$ cat src/hw/rtl/irac_pkg.sv
// Shared types and constants of the IR air-conditioner frame transmitter.
// Request and response structs, sequencer phase codes, register indexes and code tables.
// No dependencies.
package irac_pkg;

   localparam int unsigned FRAME_BITS = 64;
   localparam int unsigned SEG_BITS   = 15;
   localparam int unsigned CSR_IDX_BITS = 3;

   typedef struct packed {
      logic       req_type;
      logic       power_on;
      logic [2:0] ac_mode;
      logic [1:0] fan_speed;
      logic [7:0] temp_c;
   } irac_req_type;

   typedef struct packed {
      logic led_on;
      logic busy_res;
      logic frame_end;
      logic rejected;
   } irac_rsp_type;

   typedef enum logic [2:0] {
      PH_IDLE   = 3'd0,
      PH_HMARK  = 3'd1,
      PH_HSPACE = 3'd2,
      PH_BMARK  = 3'd3,
      PH_BSPACE = 3'd4,
      PH_FMARK  = 3'd5,
      PH_GAP    = 3'd6
   } irac_phase_type;

   // request kinds
   localparam logic REQ_TICK = 1'b0;
   localparam logic REQ_SEND = 1'b1;

   // configuration register indexes
   localparam logic [CSR_IDX_BITS-1:0] REG_BASE_FRAME   = 3'd0;
   localparam logic [CSR_IDX_BITS-1:0] REG_HEADER_MARK  = 3'd1;
   localparam logic [CSR_IDX_BITS-1:0] REG_HEADER_SPACE = 3'd2;
   localparam logic [CSR_IDX_BITS-1:0] REG_BIT_MARK     = 3'd3;
   localparam logic [CSR_IDX_BITS-1:0] REG_ONE_SPACE    = 3'd4;
   localparam logic [CSR_IDX_BITS-1:0] REG_ZERO_SPACE   = 3'd5;
   localparam logic [CSR_IDX_BITS-1:0] REG_GAP          = 3'd6;

   // register reset values
   localparam logic [FRAME_BITS-1:0] RST_BASE_FRAME   = 64'h0;
   localparam logic [SEG_BITS-1:0]   RST_HEADER_MARK  = 15'd8984;
   localparam logic [SEG_BITS-1:0]   RST_HEADER_SPACE = 15'd4200;
   localparam logic [SEG_BITS-1:0]   RST_BIT_MARK     = 15'd572;
   localparam logic [SEG_BITS-1:0]   RST_ONE_SPACE    = 15'd1558;
   localparam logic [SEG_BITS-1:0]   RST_ZERO_SPACE   = 15'd510;
   localparam logic [SEG_BITS-1:0]   RST_GAP          = 15'd30000;

   // on-air mode codes
   localparam logic [2:0] MODE_CODE_COOL = 3'd0;
   localparam logic [2:0] MODE_CODE_DRY  = 3'd1;
   localparam logic [2:0] MODE_CODE_FAN  = 3'd2;
   localparam logic [2:0] MODE_CODE_AUTO = 3'd4;

   // request mode -> on-air mode; heat and unused codes go out as auto
   localparam logic [2:0] MODE_CODE [8] = '{
      MODE_CODE_AUTO, MODE_CODE_COOL, MODE_CODE_DRY, MODE_CODE_FAN,
      MODE_CODE_AUTO, MODE_CODE_AUTO, MODE_CODE_AUTO, MODE_CODE_AUTO
   };

   // request fan speed -> on-air fan code
   localparam logic [1:0] FAN_CODE [4] = '{2'd0, 2'd3, 2'd2, 2'd1};

   localparam logic [7:0] TEMP_MIN    = 8'd18;
   localparam logic [7:0] TEMP_MAX    = 8'd32;
   localparam logic [7:0] TEMP_OFFSET = 8'd17;
   localparam logic [4:0] TEMP_CODE_NONE = 5'd0;
   localparam logic [4:0] TEMP_CODE_FAN  = 5'b00110;

endpackage

$ cat src/hw/rtl/irac_frame_build.sv
// Frame assembly: patches temperature, fan, power and mode into the base frame
// and appends the byte checksum. Depends on irac_pkg.
module irac_frame_build (
   input  logic [irac_pkg::FRAME_BITS-1:0] base_frame,
   input  irac_pkg::irac_req_type          req,
   output logic [irac_pkg::FRAME_BITS-1:0] frame
);

   logic [2:0] mode_code;
   logic [1:0] fan_code;
   logic [7:0] temp_clamped;
   logic [7:0] temp_diff;
   logic [4:0] temp_code;
   logic [7:0] byte1;
   logic [7:0] byte2;
   logic [7:0] check_sum;
   logic [irac_pkg::FRAME_BITS-1:0] body;

   assign mode_code = irac_pkg::MODE_CODE[req.ac_mode];
   assign fan_code  = irac_pkg::FAN_CODE[req.fan_speed];

   always_comb begin
      if (req.temp_c < irac_pkg::TEMP_MIN) begin
         temp_clamped = irac_pkg::TEMP_MIN;
      end else if (req.temp_c > irac_pkg::TEMP_MAX) begin
         temp_clamped = irac_pkg::TEMP_MAX;
      end else begin
         temp_clamped = req.temp_c;
      end
   end

   assign temp_diff = temp_clamped - irac_pkg::TEMP_OFFSET;

   always_comb begin
      if (mode_code == irac_pkg::MODE_CODE_AUTO || mode_code == irac_pkg::MODE_CODE_DRY) begin
         temp_code = irac_pkg::TEMP_CODE_NONE;
      end else if (mode_code == irac_pkg::MODE_CODE_FAN) begin
         temp_code = irac_pkg::TEMP_CODE_FAN;
      end else begin
         temp_code = temp_diff[4:0];
      end
   end

   assign byte1 = {1'b0, fan_code, temp_code};
   assign byte2 = {4'b0000, mode_code, req.power_on};

   assign body = {8'h00, base_frame[55:24], byte2, byte1, base_frame[7:0]};

   // checksum over bytes 0..6, modulo 256
   always_comb begin
      check_sum = 8'h00;
      for (int k = 0; k < 7; k++) begin
         check_sum = check_sum + body[k*8 +: 8];
      end
   end

   assign frame = {check_sum, body[55:0]};

endmodule

$ cat src/hw/rtl/ir_ac_frame_transmitter.sv
// Depends on irac_pkg and irac_frame_build. Accepted requests' responses are registered.
// Throughput: one request per cycle unless a held response stalls; each tick request
// advances the envelope by one tick. A send request takes no tick; the whole frame
// plays out over the following tick requests. Reset (synchronous, active high)
// restores the register defaults, idles the sequencer and empties the output register.
module ir_ac_frame_transmitter #(
   parameter int unsigned DURATION_BITS = 15
) (
   input  logic                                       clock,
   input  logic                                       reset,
   input  logic                                       req_valid,
   output logic                                       req_stall,
   input  irac_pkg::irac_req_type                     req_data,
   output logic                                       rsp_valid,
   input  logic                                       rsp_stall,
   output irac_pkg::irac_rsp_type                     rsp_data,
   input  logic                                       csr_valid,
   output logic                                       csr_ready,
   input  logic [irac_pkg::CSR_IDX_BITS-1:0]          csr_index,
   input  logic [irac_pkg::FRAME_BITS-1:0]            csr_wdata
);

   localparam int unsigned SB = irac_pkg::SEG_BITS;

   // configuration registers
   logic [irac_pkg::FRAME_BITS-1:0] base_frame_ff;
   logic [SB-1:0] header_mark_ff;
   logic [SB-1:0] header_space_ff;
   logic [SB-1:0] bit_mark_ff;
   logic [SB-1:0] one_space_ff;
   logic [SB-1:0] zero_space_ff;
   logic [SB-1:0] gap_ff;

   // sequencer state
   logic [irac_pkg::FRAME_BITS-1:0] shift_frame_ff, shift_frame_in;
   irac_pkg::irac_phase_type        phase_ff, phase_in;
   logic [5:0]                      bit_index_ff, bit_index_in;
   logic [DURATION_BITS-1:0]        tick_count_ff, tick_count_in;

   // output register
   logic                   rsp_valid_ff;
   irac_pkg::irac_rsp_type rsp_data_ff;
   irac_pkg::irac_rsp_type rsp_in;

   logic                            req_accept;
   logic                            active;
   logic                            is_mark;
   logic [SB-1:0]                   seg_len;
   logic [DURATION_BITS-1:0]        tick_next;
   logic                            seg_done;
   logic [irac_pkg::FRAME_BITS-1:0] new_frame;

   assign csr_ready  = 1'b1;
   assign req_stall  = rsp_valid_ff & rsp_stall;
   assign req_accept = req_valid & ~req_stall;
   assign rsp_valid  = rsp_valid_ff;
   assign rsp_data   = rsp_data_ff;

   irac_frame_build u_build (
      .base_frame (base_frame_ff),
      .req        (req_data),
      .frame      (new_frame)
   );

   always_ff @(posedge clock) begin
      if (reset) begin
         base_frame_ff   <= irac_pkg::RST_BASE_FRAME;
         header_mark_ff  <= irac_pkg::RST_HEADER_MARK;
         header_space_ff <= irac_pkg::RST_HEADER_SPACE;
         bit_mark_ff     <= irac_pkg::RST_BIT_MARK;
         one_space_ff    <= irac_pkg::RST_ONE_SPACE;
         zero_space_ff   <= irac_pkg::RST_ZERO_SPACE;
         gap_ff          <= irac_pkg::RST_GAP;
      end else if (csr_valid && csr_ready) begin
         unique case (csr_index)
            irac_pkg::REG_BASE_FRAME:   base_frame_ff   <= csr_wdata;
            irac_pkg::REG_HEADER_MARK:  header_mark_ff  <= csr_wdata[SB-1:0];
            irac_pkg::REG_HEADER_SPACE: header_space_ff <= csr_wdata[SB-1:0];
            irac_pkg::REG_BIT_MARK:     bit_mark_ff     <= csr_wdata[SB-1:0];
            irac_pkg::REG_ONE_SPACE:    one_space_ff    <= csr_wdata[SB-1:0];
            irac_pkg::REG_ZERO_SPACE:   zero_space_ff   <= csr_wdata[SB-1:0];
            irac_pkg::REG_GAP:          gap_ff          <= csr_wdata[SB-1:0];
            default: ;
         endcase
      end
   end

   // current segment: length, level, and whether a frame is on air
   always_comb begin
      unique case (phase_ff)
         irac_pkg::PH_HMARK: begin
            seg_len = header_mark_ff;  is_mark = 1'b1; active = 1'b1;
         end
         irac_pkg::PH_HSPACE: begin
            seg_len = header_space_ff; is_mark = 1'b0; active = 1'b1;
         end
         irac_pkg::PH_BMARK: begin
            seg_len = bit_mark_ff;     is_mark = 1'b1; active = 1'b1;
         end
         irac_pkg::PH_BSPACE: begin
            seg_len = shift_frame_ff[0] ? one_space_ff : zero_space_ff;
            is_mark = 1'b0; active = 1'b1;
         end
         irac_pkg::PH_FMARK: begin
            seg_len = bit_mark_ff;     is_mark = 1'b1; active = 1'b1;
         end
         irac_pkg::PH_GAP: begin
            seg_len = gap_ff;          is_mark = 1'b0; active = 1'b1;
         end
         default: begin
            seg_len = gap_ff;          is_mark = 1'b0; active = 1'b0;
         end
      endcase
   end

   assign tick_next = tick_count_ff + 1'b1;
   // a zero-length segment still lasts one tick
   assign seg_done  = (tick_next >= DURATION_BITS'(seg_len)) || (tick_next == '0);

   // next state
   always_comb begin
      shift_frame_in = shift_frame_ff;
      phase_in       = phase_ff;
      bit_index_in   = bit_index_ff;
      tick_count_in  = tick_count_ff;
      if (req_data.req_type == irac_pkg::REQ_SEND) begin
         if (!active) begin
            shift_frame_in = new_frame;
            phase_in       = irac_pkg::PH_HMARK;
            bit_index_in   = '0;
            tick_count_in  = '0;
         end
      end else if (active) begin
         if (seg_done) begin
            tick_count_in = '0;
            unique case (phase_ff)
               irac_pkg::PH_HMARK:  phase_in = irac_pkg::PH_HSPACE;
               irac_pkg::PH_HSPACE: phase_in = irac_pkg::PH_BMARK;
               irac_pkg::PH_BMARK:  phase_in = irac_pkg::PH_BSPACE;
               irac_pkg::PH_BSPACE: begin
                  shift_frame_in = {1'b0, shift_frame_ff[irac_pkg::FRAME_BITS-1:1]};
                  if (&bit_index_ff) begin
                     bit_index_in = '0;
                     phase_in     = irac_pkg::PH_FMARK;
                  end else begin
                     bit_index_in = bit_index_ff + 1'b1;
                     phase_in     = irac_pkg::PH_BMARK;
                  end
               end
               irac_pkg::PH_FMARK:  phase_in = irac_pkg::PH_GAP;
               default:             phase_in = irac_pkg::PH_IDLE;
            endcase
         end else begin
            tick_count_in = tick_next;
         end
      end else begin
         phase_in = irac_pkg::PH_IDLE;
      end
   end

   // response for the request being accepted
   always_comb begin
      rsp_in = '0;
      if (req_data.req_type == irac_pkg::REQ_SEND) begin
         rsp_in.busy_res = 1'b1;
         rsp_in.rejected = active;
      end else if (active) begin
         rsp_in.busy_res  = 1'b1;
         rsp_in.led_on    = is_mark;
         rsp_in.frame_end = seg_done && (phase_ff == irac_pkg::PH_GAP);
      end
   end

   always_ff @(posedge clock) begin
      if (reset) begin
         shift_frame_ff <= '0;
         phase_ff       <= irac_pkg::PH_IDLE;
         bit_index_ff   <= '0;
         tick_count_ff  <= '0;
      end else if (req_accept) begin
         shift_frame_ff <= shift_frame_in;
         phase_ff       <= phase_in;
         bit_index_ff   <= bit_index_in;
         tick_count_ff  <= tick_count_in;
      end
   end

   // hold the response until it is taken; refill on every accepted request
   always_ff @(posedge clock) begin
      if (reset) begin
         rsp_valid_ff <= 1'b0;
      end else if (req_accept) begin
         rsp_valid_ff <= 1'b1;
      end else if (!rsp_stall) begin
         rsp_valid_ff <= 1'b0;
      end
   end

   always_ff @(posedge clock) begin
      if (req_accept) begin
         rsp_data_ff <= rsp_in;
      end
   end

`ifndef ASSERT_OFF
   a_end_goes_idle: assert property (@(posedge clock) disable iff (reset)
      (req_accept && rsp_in.frame_end) |=> (phase_ff == irac_pkg::PH_IDLE))
      else $error("frame end did not return the sequencer to idle");

   a_reject_keeps_frame: assert property (@(posedge clock) disable iff (reset)
      (req_accept && rsp_in.rejected) |=>
         (shift_frame_ff == $past(shift_frame_ff) && phase_ff == $past(phase_ff)))
      else $error("rejected send request disturbed the frame in progress");

   a_bit_index_phase: assert property (@(posedge clock) disable iff (reset)
      (bit_index_ff != '0) |->
         (phase_ff == irac_pkg::PH_BMARK || phase_ff == irac_pkg::PH_BSPACE))
      else $error("bit index nonzero outside the data bits");
`endif

endmodule

$ cat config.mk
export PLATFORM = sky130hd
export DESIGN_NAME = ir_ac_frame_transmitter
export DESIGN_NICKNAME = d
export VERILOG_FILES = /design/src/hw/rtl/irac_pkg.sv /design/src/hw/rtl/irac_frame_build.sv /design/src/hw/rtl/ir_ac_frame_transmitter.sv
export SDC_FILE = /design/constraint.sdc
export NUM_CORES = 1
export LEC_CHECK = 0
export BUFFER_PORTS_ARGS = -buffer_cell sky130_fd_sc_hd__buf_4
export CAP_MARGIN = 30
export CORE_MARGIN = 4
export CORE_UTILIZATION = 45
export DETAILED_ROUTE_END_ITERATION = 12
export PLACE_DENSITY = 0.7
export SYNTH_ARGS = -nofsm -noshare
export SYNTH_HDL_FRONTEND = slang
export SYNTH_SLANG_ARGS = --single-unit
$ cat constraint.sdc
create_clock -name clock -period 5.8 [get_ports clock]
set_clock_uncertainty 0.05 [all_clocks]
set_input_delay 0.87 -clock clock [delete_from_list [all_inputs] [get_ports clock]]
set_output_delay 0.87 -clock clock [all_outputs]
set_load 0.01 [all_outputs]
==> Word-level counts from Yosys, hierarchy flattened <==
Memory sizes are Yosys's and may differ from the RTL's.
Cells that the tools add are included.
{ "word_totals": {"reg_bits": 239, "romBits": 24, "inputBits": 87, "output_inout_bits": 7, "word_cells": 115, "mem_count": 1} }
{ "memory_table": {"columns": ["name", "depth", "word_bits", "rd", "rd_ports_with_merged_regs", "write_ports", "line_no", "rtl"], "rows": [
  ["(no name shown)", 8, 3, 1, 0, 0, "irac_frame_build.sv:19", "assign mode_code = irac_pkg::MODE_CODE[req.ac_mode];"]
]} }
{ "op_classes": {"n_addsub": 9, "order_cmp": 5, "eq_ne": 18, "mux": 37, "bitwise_logic": 6, "n_reduce_logical": 23} }
{ "ops": {"columns": ["cell", "count"], "rows": [
  ["64-bit 2-to-1 mux", 5],
  ["15-bit 2-to-1 mux", 5],
  ["15-bit case mux with 4 select lines", 1],
  ["6-bit 2-to-1 mux", 6],
  ["8-bit adder", 4],
  ["3-bit equality test (second input constant)", 7],
  ["3-bit 2-to-1 mux", 7],
  ["5-bit 2-to-1 mux", 4],
  ["15-bit by 1-bit adder with 15-bit output (second input constant)", 1],
  ["3-bit by 2-bit equality test with 1-bit output (second input constant)", 5],
  ["15-bit greater-or-equal comparator", 1],
  ["15-bit logical NOT", 1],
  ["3-bit case mux with 5 select lines", 1],
  ["2-bit AND reduction", 7],
  ["3-bit by 1-bit equality test with 1-bit output (second input constant)", 3],
  ["8-bit by 4-bit adder with 8-bit output", 1],
  ["8-bit by 7-bit adder with 8-bit output", 1],
  ["8-bit by 6-bit > comparator with 1-bit output (second input constant)", 1],
  ["8-bit by 5-bit less-than comparator with 1-bit output (second input constant)", 1],
  ["6-bit by 1-bit adder with 6-bit output (second input constant)", 1],
  ["2-bit 2-to-1 mux", 3],
  ["3-bit AND reduction", 2],
  ["6-bit AND reduction", 1],
  ["2-bit nonzero test", 3],
  ["other kinds (18)", 26]
]} }

==> Longest topological paths before layout <==
{ "logic_depth": {"depth_word": 15, "ltp_mapped": 22, "depth_no_buf": 22} }

==> Hierarchy <==
From an unflattened synthesis, not the netlist that was laid out.
{ "hier_totals": {"cells_unflattened": 1562, "area_unflattened_um2": 12897.4} }
{ "by_module_without_submodules": {"columns": ["module", "instances", "cells_each", "area_each_um2", "seq_area_each_um2"], "rows": [
  ["ir_ac_frame_transmitter", 1, 1385, 11307.1, 4984.8],
  ["irac_frame_build", 1, 177, 1590.3, 0.0]
]} }

==> Worst setup path after synthesis <==
Ideal clock, no wire load.
{ "synth_timing": {"path_type": "input to register", "from": "input port req_data[6] (netlist bit)", "to": "register shift_frame_ff[62] (netlist bit)", "setup_time_ps": 134, "arrival_time_ps": 5786, "required_time_ps": 5616, "setup_slack_ps": -169, "cell_stages": 22, "path_buffers": 0, "path_cell_list": "nor3_1 > o21ai_0 > ha_1 > inv_1 > a31o_2 > a31oi_1 > fa_1 > inv_1 > fa_1 > inv_1 > fa_1 > inv_1 > fa_1 > inv_1 > ha_1 > a21o_1 > a21o_1 > a21oi_1 > nor3_1 > or4_1 > a311oi_1 > a211oi_1"} }
{ "synth_via": {"elab_chain_len": 14, "word_cells_on_any_way": 15, "classes_between": "add/sub (7); order compare (2); mux (6)"} }
{ "synth_rtl": {"columns": ["item", "line_no", "rtl"], "rows": [
  ["from (decl)", "ir_ac_frame_transmitter.sv:13", "input irac_pkg::irac_req_type req_data,"],
  ["8-bit by 6-bit > comparator with 1-bit output", "irac_frame_build.sv:25", "end else if (req.temp_c > irac_pkg::TEMP_MAX) begin"],
  ["5-bit 2-to-1 mux", "irac_frame_build.sv:25", null],
  ["5-bit 2-to-1 mux (*)", "irac_frame_build.sv:23", "if (req.temp_c < irac_pkg::TEMP_MIN) begin"],
  ["5-bit subtractor (*)", "irac_frame_build.sv:32", "assign temp_diff = temp_clamped - irac_pkg::TEMP_OFFSET;"],
  ["5-bit 2-to-1 mux (*)", "irac_frame_build.sv:37", "end else if (mode_code == irac_pkg::MODE_CODE_FAN) begin"],
  ["5-bit 2-to-1 mux (*)", "irac_frame_build.sv:35", "if (mode_code == irac_pkg::MODE_CODE_AUTO || mode_code == irac_pkg::MODE_CODE_DRY) begin"],
  ["8-bit by 7-bit adder with 8-bit output (*)", "irac_frame_build.sv:53", "check_sum = check_sum + body[k*8 +: 8];"],
  ["8-bit by 4-bit adder with 8-bit output (*)", "irac_frame_build.sv:53", null],
  ["8-bit adder (*) (4 in series)", "irac_frame_build.sv:53", null],
  ["64-bit 2-to-1 mux (*)", "ir_ac_frame_transmitter.sv:127", "if (!active) begin"],
  ["64-bit 2-to-1 mux (*)", "ir_ac_frame_transmitter.sv:126", "if (req_data.req_type == irac_pkg::REQ_SEND) begin"],
  ["to (signal assigned)", "ir_ac_frame_transmitter.sv:181", "shift_frame_ff <= shift_frame_in;"],
  ["to (decl)", "ir_ac_frame_transmitter.sv:35", "logic [irac_pkg::FRAME_BITS-1:0] shift_frame_ff, shift_frame_in;"]
]} }
Mark *: on every way between the ends. The rest lies on a longest branch, timed or not. The select of a mux whose other input is x is not followed.
A chain may end at the register's enable or synchronous reset.

==> Worst setup path after layout <==
{ "layout_timing": {"from": "input port req_data[3] (netlist bit)", "to": "register shift_frame_ff[62] (netlist bit)"} }
Same word-level chain as after synthesis.

==> results.cfg <==
[clocking]
ctsRootBufferMaster = clkbuf_16
clockBufferDepth = 3
postCtsSetupRepairBufs = 0
cts_sinks = 223
numCtsBuffers = 26
htreeDepth = 1
cts_tree = yes
clock_latency_ns = 0.54
path_clk_slew_ns = 0.06

[floorplan]
initial_core_util_pct = 46.21
core_area_um2 = 26350
die_h_um = 172.5
num_rows = 59
io_pins = 94
die_x_um = 172.5
die_area_um2 = 29760

[synthesis]
synth-seq-cells = 223
yosys_warnings = 0
syn_nets = 1714
synth-seq-area-share_pct = 36.99
synth_top_flop_cell = dfxtp_1
synth_edf_count = 4
async_flop_share_pct = 0
synthesis.instances = 1565
synth_cell_types = 66
syn_area_um2 = 12180
syn_avg_cell_area_um2 = 7.781

[routing]
drcViolationCount = 0
vias = 11290
viasPerCell = 5.849
dr.pass1.iters = 5
detail-route-antenna-nets = 0
drt-initial-drc-count = 939
totalWireLength_um = 33730
wl_per_cell_um = 17.47

[worst_setup_path]
rr_endpoint = shift_frame_ff[36]
r2r_cells = 16
crit_fanout = 3
r2r_start = phase_ff[1]
critPathKind = input port to register
worstPathRequired_ns = 6.11
cp.arrival_ns = 5.87
rrSetupSlack_ns = 0.80
worst_setup_path_end_kind = register
crit_path_start_kind = input port

[global_routing]
met3_usage_pct = 3.139
grt_pass1_wl_um = 55390
met1_usage_pct = 30.25
grt_util_met2_pct = 36.00
grt_usage_pct = 21.83
grt_pass1_vias = 10790
busiest_layer = met2
grt_start_max_net_pins = 89
antenna_found_initial = 0
grt-ovfl-total = 0

[power_and_ir_drop]
power_mw = 3.753
pwr-share-clk_pct = 43.3
p_switching_mw = 0.9787
power_density_nw_per_um2 = 271.7
internal-power_mw = 2.774
swShare_pct = 26.08
irDropWorstVdd_mv = 0.2034
power.leakage_nw = 5.245
pwr-share-comb_pct = 13.4
p_seq_share_pct = 43.3

[sta]
finalCriticalPeriod_ns = 5.556
slew_viol_final = 0
fmax_ghz = 0.1800
hold_viol_final = 0
tightest_slew_ns = 1.021
rsz0062_at_grt = no
period_share_pct = 95.80
setup_violations = 0
relSlewSlack_pct = 31.84

[layout]
syn2layout_area_growth_pct = 13.42
multi_input_area_um2 = 6750
regArea_um2 = 4504
n_fill_cell = 2470
final_area_um2 = 13810
final_cell_mix = 349 x nand2_1, 219 x dfxtp_1, 137 x a21oi_1
layout_commonest_cell = nand2_1
final_nets = 1730
insertedDiodeCount = 0
drive_gt1_share_pct = 11.35

[placed_design]
placed_area_um2 = 12960
dp_hpwl_um = 22280
portBuffers = 75
place.gp.congestion = 0.8398

[status]
status = finished clean

[worst_hold_path]
worstHoldPathType = register to register
holdPathStages = 2
hp-start = shift_frame_ff[21]
worstHoldEndpoint = shift_frame_ff[21]

[flow_run]
max-cap-violations = 0
## power groups by stage
stage               logic, mW  clock network, mW  registers (mW)
CTS                     0.500               1.66            1.62
global placement        0.488                  0            1.65
detailed placement      0.497                  0            1.66
finish                  0.503               1.63            1.62
floorplan               0.337                  0            1.64
global route            0.564               1.71            1.63
## cells by family after synthesis
logic type	count (synthesis)	share of synthesized area, %
xor+xnor	23	1.654
mux	29	2.456
simple gates	554	19.64
compound gates	433	23.10
flops	223	36.99
other cells	1	0.03079
fa+ha+maj	62	8.158
buf+inv	240	7.973
## worst max-delay path by stage
stage           startpoint            endpoint  depth (start not counted)
2_1_floorplan  req_data[6]  shift_frame_ff[62]                         22
3_3_place_gp   req_data[3]  shift_frame_ff[62]                         23
3_5_place_dp   req_data[3]  shift_frame_ff[62]                         23
4_1_cts        req_data[3]  shift_frame_ff[62]                         23
5_1_grt        req_data[3]  shift_frame_ff[62]                         23
6_report       req_data[3]  shift_frame_ff[62]                         23
## critical path, stage by stage
cell and delay [ns]:
buf_4 0.12, or3_1 0.37, nand4_1 0.13, ha_1 0.20, inv_1 0.06, nand4_1 0.08
a31oi_1 0.12, fa_1 0.49, inv_1 0.05, fa_1 0.48, inv_1 0.06, fa_1 0.52
inv_1 0.05, fa_1 0.53, inv_1 0.06, ha_1 0.28, a21o_1 0.15, a21o_1 0.19
a21oi_2 0.16, nor3_1 0.07, or4_1 0.49, a311oi_1 0.26, a211oi_1 0.08
## cells in the mapped netlist (8+ instances only)
library cell	instances	area share, %
nand2_1	349	11
dfxtp_1	219	36
a21oi_1	138	5.7
inv_1	112	3.5
o21ai_0	103	4.2
clkbuf_1	99	3.1
a211oi_1	59	3.6
nand3_1	58	2.4
a311oi_1	55	4.0
nor2_1	55	1.7
ha_1	33	3.4
fa_1	29	4.8
mux2i_1	22	1.8
xnor2_1	19	1.4
nor3_1	15	0.62
nand4_1	14	0.72
a221o_1	13	1.1
and3_1	12	0.62
o211ai_1	12	0.74
buf_2	11	0.45
nor2b_1	9	0.46
or2_2	9	0.46
buf_1	8	0.25
## per-stage QoR
stage	TNS (ns)	worst slack (ns)	util, %	hold WS [ns]	cells
finish	0	0.2436	52.41	0.3963	1930
global route	0	0.006769	52.41	0.4201	1930
CTS	0	0.2262	52.40	0.3992	1930
detailed placement	-0.5656	-0.3172	49.18	0.3897	1888
global placement	-0.4119	-0.2485	49.10	0.3856	1886
floorplan	0	0.07654	-	0.3733	1565
## area by class of cell
class / instances / area share (%)
Clock buffer: 38 / 5.544
Clock inverter: 4 / 0.5888
Inverter: 114 / 3.098
Multi-Input combinational cell: 1102 / 48.87
Sequential cell: 223 / 32.61
Tap cell: 335 / 3.035
Timing Repair Buffer: 114 / 6.251
## registers in the layout (all words and copies together), names as in the netlist
| signal | cells |
|---|---|
| shift_frame_ff | 64 |
| one_space_ff | 15 |
| rsp_data | 4 |
| bit_mark_ff | 15 |
| tick_count_ff | 15 |
| header_mark_ff | 15 |
| header_space_ff | 15 |
| zero_space_ff | 15 |
| base_frame_ff | 40 |
| gap_ff | 15 |
| bit_index_ff | 6 |
| rsp_valid | 1 |
| phase_ff | 3 |
## per-layer routing
metal / vias up / part of all wire [%]
met4: 0 / 2.6
met2: 428 / 46
met1: 5352 / 45
met3: 57 / 6.7
li1: 5452 / -
met5: - / 0
## repair_timing
action | 4_1_cts | 5_1_grt
gates resized for setup | 0 | 1
setup endpoints to repair | 0 | 1
endpoints found under the hold margin | 0 | 0
hold buffers | 0 | 0
Power figures use the tool's default switching activity.
